`src/hw/rtl/rswc_pkg.sv`:
```
// Shared types and constants for the rank-sum word count block.
// No dependencies; imported by every module of the block.
package rswc_pkg;

  localparam int COEF_W = 30;
  localparam int SIZE_W = 5;
  localparam int GAP_W  = 9;

  localparam logic [GAP_W-1:0] GAP_RESET = 9'd45;

  typedef logic [COEF_W-1:0] coef_t;
  typedef logic [GAP_W-1:0]  gap_t;
  typedef logic [SIZE_W-1:0] size_t;

endpackage

```
`src/hw/rtl/rswc_cell.sv`:
```
// One coefficient cell of the shifting score chain.
// Depends on rswc_pkg for the coefficient type.
module rswc_cell import rswc_pkg::*; (
  input  logic  clk,
  input  logic  advance,
  input  coef_t d,
  output coef_t q
);

  always_ff @(posedge clk) begin
    if (advance) begin
      q <= d;
    end
  end

endmodule

```
`config.mk`:
```
export PLATFORM = sky130hd
export DESIGN_NAME = rswc_cell
export DESIGN_NICKNAME = d
export VERILOG_FILES = /design/src/hw/rtl/rswc_pkg.sv /design/src/hw/rtl/rswc_cell.sv
export SDC_FILE = /design/constraint.sdc
export NUM_CORES = 1
export LEC_CHECK = 0
export BUFFER_PORTS_ARGS = -buffer_cell sky130_fd_sc_hd__clkbuf_2
export CAP_MARGIN = 15
export CORE_MARGIN = 3
export CORE_UTILIZATION = 37
export CTS_BUF_LIST = sky130_fd_sc_hd__clkbuf_2 sky130_fd_sc_hd__clkbuf_4 sky130_fd_sc_hd__clkbuf_8
export DETAILED_ROUTE_END_ITERATION = 8
export GPL_TIMING_DRIVEN = 0
export MAX_ROUTING_LAYER = met4
export PLACE_DENSITY = 0.82
export SETUP_SLACK_MARGIN = 0.2
export SLEW_MARGIN = 40
export SYNTH_ARGS = -nofsm -noshare
export SYNTH_HDL_FRONTEND = slang
export SYNTH_SLANG_ARGS = --single-unit
```
`constraint.sdc`:
```
create_clock -name clk -period 0.8 [get_ports clk]
set_input_delay 0.04 -clock clk [delete_from_list [all_inputs] [get_ports clk]]
set_output_delay 0.04 -clock clk [all_outputs]
set_load 0.02 [all_outputs]
```
Word-level counts from Yosys, hierarchy flattened

Index checks and enable logic that the tools add are counted.

Register bits: 30
Output and inout port bits: 30
Word-level logic and storage cells: 1

Longest topological paths before layout

Gate-level depths: netlist of the first run.

Depth after elaboration: 0
Mapped depth: 0

Worst setup path after synthesis of the first run

No wires, ideal clock.

Path kind: register -> output
Start: register q[0]
End: output port q[0]
Arrival: 0.449 ns
Path slack: 0.311 ns
Cell stages (with the launch flop): 1
Path buffers: 0
Path through: edfxtp_1

RTL lines:

| element                | line            | RTL |
|---|---|---|
| start, declared        | rswc_cell.sv:7  | `output coef_t q` |
| start signal, assigned | rswc_cell.sv:12 | `q <= d;` |

No word-level cell between the ends.

Final worst setup path of the first run

Start: register q[1]
End: output port q[1]

No word-level cell between the ends.

==> results of run 1 <==
[worst max path at each step]
| stage | from | end | slack [ns] | cells after the start |
|---|---|---|---|---|
| floorplan | q[0]$_DFFE_PP_ | q[0] | 0.31 | 0 |
| global placement | advance | q[3]$_DFFE_PP_ | -0.15 | 1 |
| detailed placement | advance | q[3]$_DFFE_PP_ | -0.21 | 1 |
| CTS | q[7]$_DFFE_PP_ | q[7] | -0.15 | 1 |
| global route | q[1]$_DFFE_PP_ | q[1] | -0.16 | 1 |
| finish | q[1]$_DFFE_PP_ | q[1] | -0.11 | 1 |
[kinds of logic after synthesis]
kind of cell	count (synthesis)	synth area share
flip-flops	30	1.00
[timing repair]
item | 4_1_cts | 5_1_grt
setup endpoints to repair | 60 | 32
buffers inserted | 0 | 0
gates cloned | 0 | 0
gates resized for setup | 1 | 64
hold endpoints to repair | 30 | 0
hold buffers | 30 | 0
pin swaps | 0 | 0
[metal layers]
| metal | part of all wire | wire (um) | track usage | up-vias |
|---|---|---|---|---|
| li1 | - | - | - | 315 |
| met1 | 0.29 | 607 | 0.116 | 307 |
| met2 | 0.60 | 1270 | 0.245 | 37 |
| met3 | 0.079 | 167 | 0.0584 | 7 |
| met4 | 0.029 | 60 | 0.111 | 0 |
| met5 | 0 | 0 | - | - |
[area by class of cell]
class / instances / area [sq um]
timing repair buffer: 91 / 713
clock buffer: 5 / 37.5
sequential: 30 / 901
fill: 158 / 564
tap: 28 / 35.0
clock inverter: 1 / 3.75
[power breakdown]
part / total (uW) / switching [uW] / internal [uW]
Clock: 738 / 439 / 299
Combinational: 569 / 268 / 301
Sequential: 1910 / 41.9 / 1870
Total: 3220 / 749 / 2470
[placed cells by master, fill, tap and decap left out]
cell | netlist | final
clkbuf_4 | 0 | 6
edfxtp_1 | 30 | 30
clkinv_1 | 0 | 1
dlygate4sd3_1 | 0 | 28
buf_2 | 0 | 14
buf_6 | 0 | 16
clkbuf_2 | 0 | 30
dlymetal6s4s_1 | 0 | 2
[stage by stage]
step	TNS (ns)	hold WS, ns
floorplan	0	0.139
global placement	-4.52	0.218
detailed placement	-6.20	0.219
CTS	-3.31	0.250
global route	-3.87	0.0845
finish	-2.49	0.0915
==> results by group, run 1 <==
Status
  • Outcome: finished, violations left
  • Violated checks: setup timing

Floorplanning
  • Die area: 3060 sq um
  • Die Width: 55.3 um
  • I/O pins: 62
  • Starting Density: 0.400
  • Core Box Area: 2250 sq um
  • Row cnt: 17
  • Die height: 55.3 um

Clock tree
  • Clock transition at the registers of the reported paths: 0.08 ns
  • Cts bufs inserted: 5
  • CTS sink cnt: 30
  • H-tree depth: 2
  • CTS tree: yes
  • CTS root buffer: clkbuf_4
  • Max Root-Sink Buffers: 2

Yosys
  • Syn Inst Count: 30
  • Most common cell in the netlist: edfxtp_1
  • Synth unique cells: 1
  • Post-Syn Area per Cell: 30.0 sq um
  • Flops & latches, synth: 30
  • Asr flop ratio synth: 0
  • Synth Cell Area: 901 sq um
  • Register area share after synthesis: 1.00
  • Syn. warnings: 0
  • Ys flop type: edfxtp_1
  • Top cell type by total area after synthesis: edfxtp_1
  • Post-synth top area share: 1.00
  • EDFF count, synth: 30
  • Most frequent cells after synthesis: edfxtp_1
  • Area contributors post-synth: edfxtp_1
  • Mapped Nets: 62

Final layout
  • Largest regs: q x30
  • Design area: 1690 sq um
  • Area of the multi-input gates: 0 sq um
  • Multi-input comb cells: 0
  • Fin util: 0.750
  • Layout Nets: 160
  • Layout cell share with drive strength beyond 1: 0.520
  • Number of diodes: 0
  • Register name with the most flops: q
  • Final Instance Count excl. Fillers: 155
  • Synth-to-Final Area Change: 87.6%
  • Max reg flops: 30

Drt
  • Initial DRC Count: 10
  • Vias/cell: 4.30
  • Pre-antenna DRT Iters: 3
  • Wire length per cell: 13.6 um
  • Vias: 666
  • Total Routed Length: 2100 um
  • Final ANT Viol Nets: 0
  • Drt drc: 0

Timing
  • Pin slew with the least headroom to its limit: 0.388 ns
  • Final setup fails: 30
  • Fmax: 1100 MHz
  • Crit path time final: 0.905 ns
  • RSZ-0062 raised after global routing: true
  • Slew Viols, Final: 0
  • Final critical-path share of the clock period: 1.13
  • Final hold vios: 0
  • Final worst slack: -0.105 ns
  • Slew HR: 0.741

Power and ir drop
  • Pleak: 0.000742 uW
  • Worst VDD drop: 1.34 mV
  • Pwr Density: 1900 nW/um^2
  • Total chip power: 3220 uW

Worst setup path
  • Cell family with most CP delay: flip-flops
  • CP startpoint kind: flop
  • WP data required: 0.76 ns
  • Worst Path Arrival: 0.87 ns
  • CP endpoint kind: output pin
  • Worst setup path class: reg2out
  • CP max stage delay: 0.40 ns
  • Critical path's slowest cell: edfxtp_1
  • Cell Chain, Critical Path: buf_6
  • Crit path max fanout: 1
  • Buffers and inverters on the worst path: 1

Placed design
  • GPL Wtd Cong: 0.658
  • Inst Count DP: 119
  • Post-Place Worst Slack: -0.208 ns
  • Post-Place Cell Area: 1240 sq um
  • PortBufs: 61

Hold path
  • Min-Delay Endpoint: q[17]$_DFFE_PP_
  • Hold Path Origin: d[17]
  • Worst hold path class: in2reg
  • Hold path cells: 2

Flow run
  • Max Cap Viol: 0

GRT
  • GRT overflow: 0
  • GRT Total Usage: 0.142
  • First-pass GRT wire length: 3040 um
  • Vias in the first global route: 707
  • Antenna violations before repair: 0
  • Largest net degree at the start of global routing: 31
No activity file was read; power rests on OpenSTA's default activity.
==> inputs of run 2 (changes only) <==
--- a/config.mk
+++ b/config.mk
@@ -13,7 +13,7 @@
 export DETAILED_ROUTE_END_ITERATION = 8
 export GPL_TIMING_DRIVEN = 0
 export MAX_ROUTING_LAYER = met4
-export PLACE_DENSITY = 0.82
+export PLACE_DENSITY = 0.85
 export SETUP_SLACK_MARGIN = 0.2
 export SLEW_MARGIN = 40
 export SYNTH_ARGS = -nofsm -noshare
==> run 2 against run 1 <==
Power is 2.3% higher; sequential cell count stayed put; the flow finishes with violations (hold timing, setup timing); combinational power is 2% lower.
==> results by group, run 2 (synthesized netlist as in run 1, its figures left out) <==
GRT
  • GRT Total Usage: 0.150
  • First-pass GRT wire length: 3310 um
  • Vias in the first global route: 735
  • GRT overflow: 0
  • Largest net degree at the start of global routing: 31
  • Antenna violations before repair: 0

Timing
  • Final hold vios: 2
  • Slew Viols, Final: 0
  • Hold Slack: -0.0814 ns
  • Setup total negative slack: -2.29 ns
  • Final worst slack: -0.113 ns
  • Crit path time final: 0.913 ns
  • RSZ-0062 raised after global routing: true
  • Fmax: 1100 MHz
  • Final setup fails: 30
  • Final critical-path share of the clock period: 1.14
  • Slew HR: 0.738
  • Pin slew with the least headroom to its limit: 0.393 ns

Worst setup path
  • Critical path's slowest cell: edfxtp_1
  • WP data required: 0.76 ns
  • Worst setup path class: reg2out
  • CP startpoint kind: flop
  • CP endpoint kind: output pin
  • Cell Chain, Critical Path: buf_6
  • CP max stage delay: 0.41 ns
  • Buffers and inverters on the worst path: 1
  • Cell family with most CP delay: flip-flops
  • Worst Path Arrival: 0.87 ns
  • Crit path max fanout: 1

Power and ir drop
  • Clock power share: 0.251
  • Internal Pwr Total: 2560 uW
  • Switching Share: 0.223
  • Seq pwr share: 0.580
  • Pleak: 0.000843 uW
  • Gate power share: 0.169
  • Switching power: 732 uW
  • Worst VDD drop: 1.54 mV
  • Pwr Density: 1940 nW/um^2

Clock tree
  • CTS sink cnt: 30
  • CTS tree: yes
  • Cts bufs inserted: 5
  • Max Root-Sink Buffers: 2
  • CTS root buffer: clkbuf_4
  • H-tree depth: 2
  • Clock transition at the registers of the reported paths: 0.08 ns

Drt
  • Final ANT Viol Nets: 0
  • Drt drc: 0
  • Initial DRC Count: 11
  • Vias: 666
  • Wire length per cell: 13.5 um
  • Vias/cell: 4.32
  • Total Routed Length: 2090 um
  • Pre-antenna DRT Iters: 4

Placed design
  • PortBufs: 61
  • Post-Place Cell Area: 1240 sq um
  • GPL Wtd Cong: 0.733
  • Post-Place Worst Slack: -0.185 ns

Final layout
  • Design area: 1690 sq um
  • Synth-to-Final Area Change: 87.9%
  • Number of diodes: 0
  • Commonest cells after routing, fill and taps aside: clkbuf_2, edfxtp_1, dlymetal6s4s_1, dlygate4sd3_1
  • Area of the multi-input gates: 0 sq um
  • Most common cell after layout, fill and taps aside: clkbuf_2
  • Max reg flops: 30
  • Multi-input comb cells: 0
  • Layout Nets: 158
  • Register name with the most flops: q
  • Layout cell share with drive strength beyond 1: 0.540
  • Largest regs: q x30

Floorplanning
  • Starting Density: 0.400
  • Die Width: 55.3 um
  • Die area: 3060 sq um
  • Row cnt: 17
  • I/O pins: 62
  • Core Box Area: 2250 sq um
  • Die height: 55.3 um

Hold path
  • Worst hold path class: in2reg

Status
  • Violated checks: hold timing, setup timing
  • Outcome: finished, violations left

Flow run
  • Max Cap Viol: 0
==> run 2: changes by cell type in the layout (fill, tap and decap cells not counted), sizes merged <==
cell,delta
dlygate4sd3,-14
dlymetal6s4s,+12
clkbuf,+6
buf,-4
clkinv,-1
==> run 2: per-stage QoR <==
stage	utilization	power (uW)	cells
finish	0.751	3290	154
global route	0.751	3450	154
CTS	0.699	3230	154
detailed placement	0.550	2310	119
global placement	0.550	2300	119
floorplan	-	2100	30
==> run 2: cell type report <==
class	instances	area, sq um
tap	28	35.0
clock buffer	7	52.6
fill	152	562
sequential	30	901
timing repair buffer	89	704
==> run 2: power by group through the flow <==
stage	combinational [uW]	clock (uW)	sequential (uW)
6_report	556	824	1910
5_1_grt	588	933	1920
4_1_cts	480	850	1900
3_5_place_dp	372	0	1940
3_3_place_gp	367	0	1930
2_1_floorplan	0	0	2100
==> run 2: timing repair <==
item,CTS,global route
pin swaps,0,0
gates resized for setup,1,66
setup endpoints to repair,60,47
hold buffers,28,3
setup buffers,0,0
endpoints found under the hold margin,30,5
==> run 2: final timing paths <==
path / startpoint / endpoint / cells past startpoint
setup / recovery: q[7]$_DFFE_PP_ / q[7] / 1
hold / removal: d[22] / q[22]$_DFFE_PP_ / 1
==> run 2: metal layers <==
metal,wire length (um),track usage,vias up,part of all wire
met2,1090,0.235,50,0.52
li1,-,-,312,-
met3,200,0.0631,6,0.096
met5,0,-,-,0
met4,27,0.0729,0,0.013
met1,768,0.163,298,0.37
==> inputs of run 3 (changes only) <==
--- a/config.mk
+++ b/config.mk
@@ -8,12 +8,12 @@
 export BUFFER_PORTS_ARGS = -buffer_cell sky130_fd_sc_hd__clkbuf_2
 export CAP_MARGIN = 15
 export CORE_MARGIN = 3
-export CORE_UTILIZATION = 37
+export CORE_UTILIZATION = 41
 export CTS_BUF_LIST = sky130_fd_sc_hd__clkbuf_2 sky130_fd_sc_hd__clkbuf_4 sky130_fd_sc_hd__clkbuf_8
 export DETAILED_ROUTE_END_ITERATION = 8
 export GPL_TIMING_DRIVEN = 0
 export MAX_ROUTING_LAYER = met4
-export PLACE_DENSITY = 0.85
+export PLACE_DENSITY = 0.89
 export SETUP_SLACK_MARGIN = 0.2
 export SLEW_MARGIN = 40
 export SYNTH_ARGS = -nofsm -noshare
==> constraint.sdc (replaced) <==
create_clock -name clk -period 0.9 [get_ports clk]
set_input_delay 0.045 -clock clk [delete_from_list [all_inputs] [get_ports clk]]
set_output_delay 0.045 -clock clk [all_outputs]
set_load 0.02 [all_outputs]
==> run 3 against run 2 <==
Largest power group unchanged; design area is 2.6% higher; hold slack improved by 0.51 ns; largest cell class unchanged; critical endpoint is now q[13]; the run ends with setup timing left; first-iteration DRC count is 18% lower.
==> results by group, run 3 (synthesized netlist as in run 1, its figures left out) <==
Status
  • Outcome: finished, violations left
  • Violated checks: setup timing

Final layout
  • Layout cell share with drive strength beyond 1: 0.531
  • Fin util: 0.859
  • Area of the multi-input gates: 0 sq um
  • Final Instance Count excl. Fillers: 155
  • Multi-input comb cells: 0
  • Max reg flops: 30
  • Register name with the most flops: q
  • Largest regs: q x30
  • Number of diodes: 0
  • Most common cell after layout, fill and taps aside: clkbuf_2
  • Synth-to-Final Area Change: 92.8%
  • Commonest cells after routing, fill and taps aside: clkbuf_2, dlygate4sd3_1, edfxtp_1
  • Layout Nets: 160

Drt
  • Final ANT Viol Nets: 0
  • Drt drc: 0
  • Pre-antenna DRT Iters: 3
  • Wire length per cell: 17.8 um
  • Vias: 691
  • Vias/cell: 4.46
  • Total Routed Length: 2760 um
  • Initial DRC Count: 9

Worst setup path
  • Crit path from: q[13]$_DFFE_PP_
  • CP max stage delay: 0.42 ns
  • Worst setup path end: q[13]
  • Worst Path Arrival: 0.89 ns
  • Critical path's slowest cell: edfxtp_1
  • Worst setup path class: reg2out
  • CP endpoint kind: output pin
  • Crit path max fanout: 1
  • Worst path depth: 1
  • WP data required: 0.85 ns
  • Buffers and inverters on the worst path: 1
  • Cell family with most CP delay: flip-flops
  • Cell Chain, Critical Path: buf_6
  • CP startpoint kind: flop

GRT
  • First-pass GRT wire length: 3510 um
  • Vias in the first global route: 713
  • GRT overflow: 0
  • Antenna violations before repair: 0
  • GRT Total Usage: 0.202
  • Largest net degree at the start of global routing: 31

Power and ir drop
  • Pleak: 0.000747 uW
  • Seq pwr share: 0.566
  • Total chip power: 3030 uW
  • Gate power share: 0.180
  • Switching power: 718 uW
  • Clock power share: 0.254
  • Switching Share: 0.237
  • Internal Pwr Total: 2310 uW
  • Pwr Density: 1740 nW/um^2
  • Worst VDD drop: 1.54 mV

Clock tree
  • Cts bufs inserted: 5
  • Max Root-Sink Buffers: 2
  • # Post-CTS Setup Buffers: 0
  • CTS sink cnt: 30
  • CTS tree: yes
  • H-tree depth: 2
  • CTS root buffer: clkbuf_4
  • Clock transition at the registers of the reported paths: 0.09 ns

Floorplanning
  • Core Box Area: 2020 sq um
  • Starting Density: 0.446
  • I/O pins: 62
  • Die height: 52.9 um
  • Die area: 2800 sq um
  • Die Width: 52.9 um
  • Row cnt: 16

Timing
  • Pin slew with the least headroom to its limit: 0.692 ns
  • Slew HR: 0.539
  • Final setup fails: 20
  • RSZ-0062 raised after global routing: true
  • Slew Viols, Final: 0
  • Fmax: 1070 MHz
  • Setup total negative slack: -0.310 ns
  • Final worst slack: -0.0384 ns
  • Crit path time final: 0.938 ns
  • Final hold vios: 0
  • Final critical-path share of the clock period: 1.04

Flow run
  • Max Cap Viol: 0

Placed design
  • Inst Count DP: 118
  • GPL Wtd Cong: 0.595
  • PortBufs: 61

Hold path
  • Worst hold path class: in2reg
[run 3: cell types whose count changed in the layout (fill, tap and decap cells not counted), sizes merged]
cell	previous run	this run
dlymetal6s4s	14	0
clkbuf	42	39
dlygate4sd3	14	30
buf	26	29
[run 3: repair_timing]
action	in CTS	in global routing
setup endpoints to repair	30	30
pin swaps	0	0
hold endpoints to repair	30	0
resized for setup	0	75
hold buffers	30	0
[run 3: cell type report]
cell class            count  area, sq um
sequential               30          901
timing repair buffer     91          749
fill                    107          285
clock buffer              7         52.6
tap                      27         33.8
[run 3: worst min path at each step]
stage | to | start | cells after the start
finish | q[23]$_DFFE_PP_ | d[23] | 2
global route | q[23]$_DFFE_PP_ | d[23] | 2
CTS | q[23]$_DFFE_PP_ | d[23] | 2
detailed placement | q[5]$_DFFE_PP_ | d[5] | 1
global placement | q[15]$_DFFE_PP_ | d[15] | 1
floorplan | q[0]$_DFFE_PP_ | d[0] | 0
[run 3: power by group through the flow]
stage	Clock, uW	Combinational [uW]	Sequential (uW)
final	770	544	1710
after global routing	859	571	1720
after detailed placement	0	334	1720
after global placement	0	326	1720
after floorplan	0	0	1860
after CTS	774	437	1690
[run 3: through the flow]
| step | instance area (sq um) | hold WS [ns] | worst slack (ns) |
|---|---|---|---|
| floorplan | 901 | 0.144 | 0.406 |
| global placement | 1240 | 0.222 | -0.0539 |
| detailed placement | 1240 | 0.224 | -0.0899 |
| CTS | 1590 | 0.416 | -0.0446 |
| global route | 1740 | 0.426 | -0.0929 |
| finish | 1740 | 0.431 | -0.0384 |
[run 3: per-layer routing]
metal,up-vias,global-route usage,part of all wire
li1,314,-,-
met4,0,0.0766,0.020
met3,6,0.0901,0.098
met2,50,0.370,0.60
met1,321,0.177,0.28
met5,-,-,0
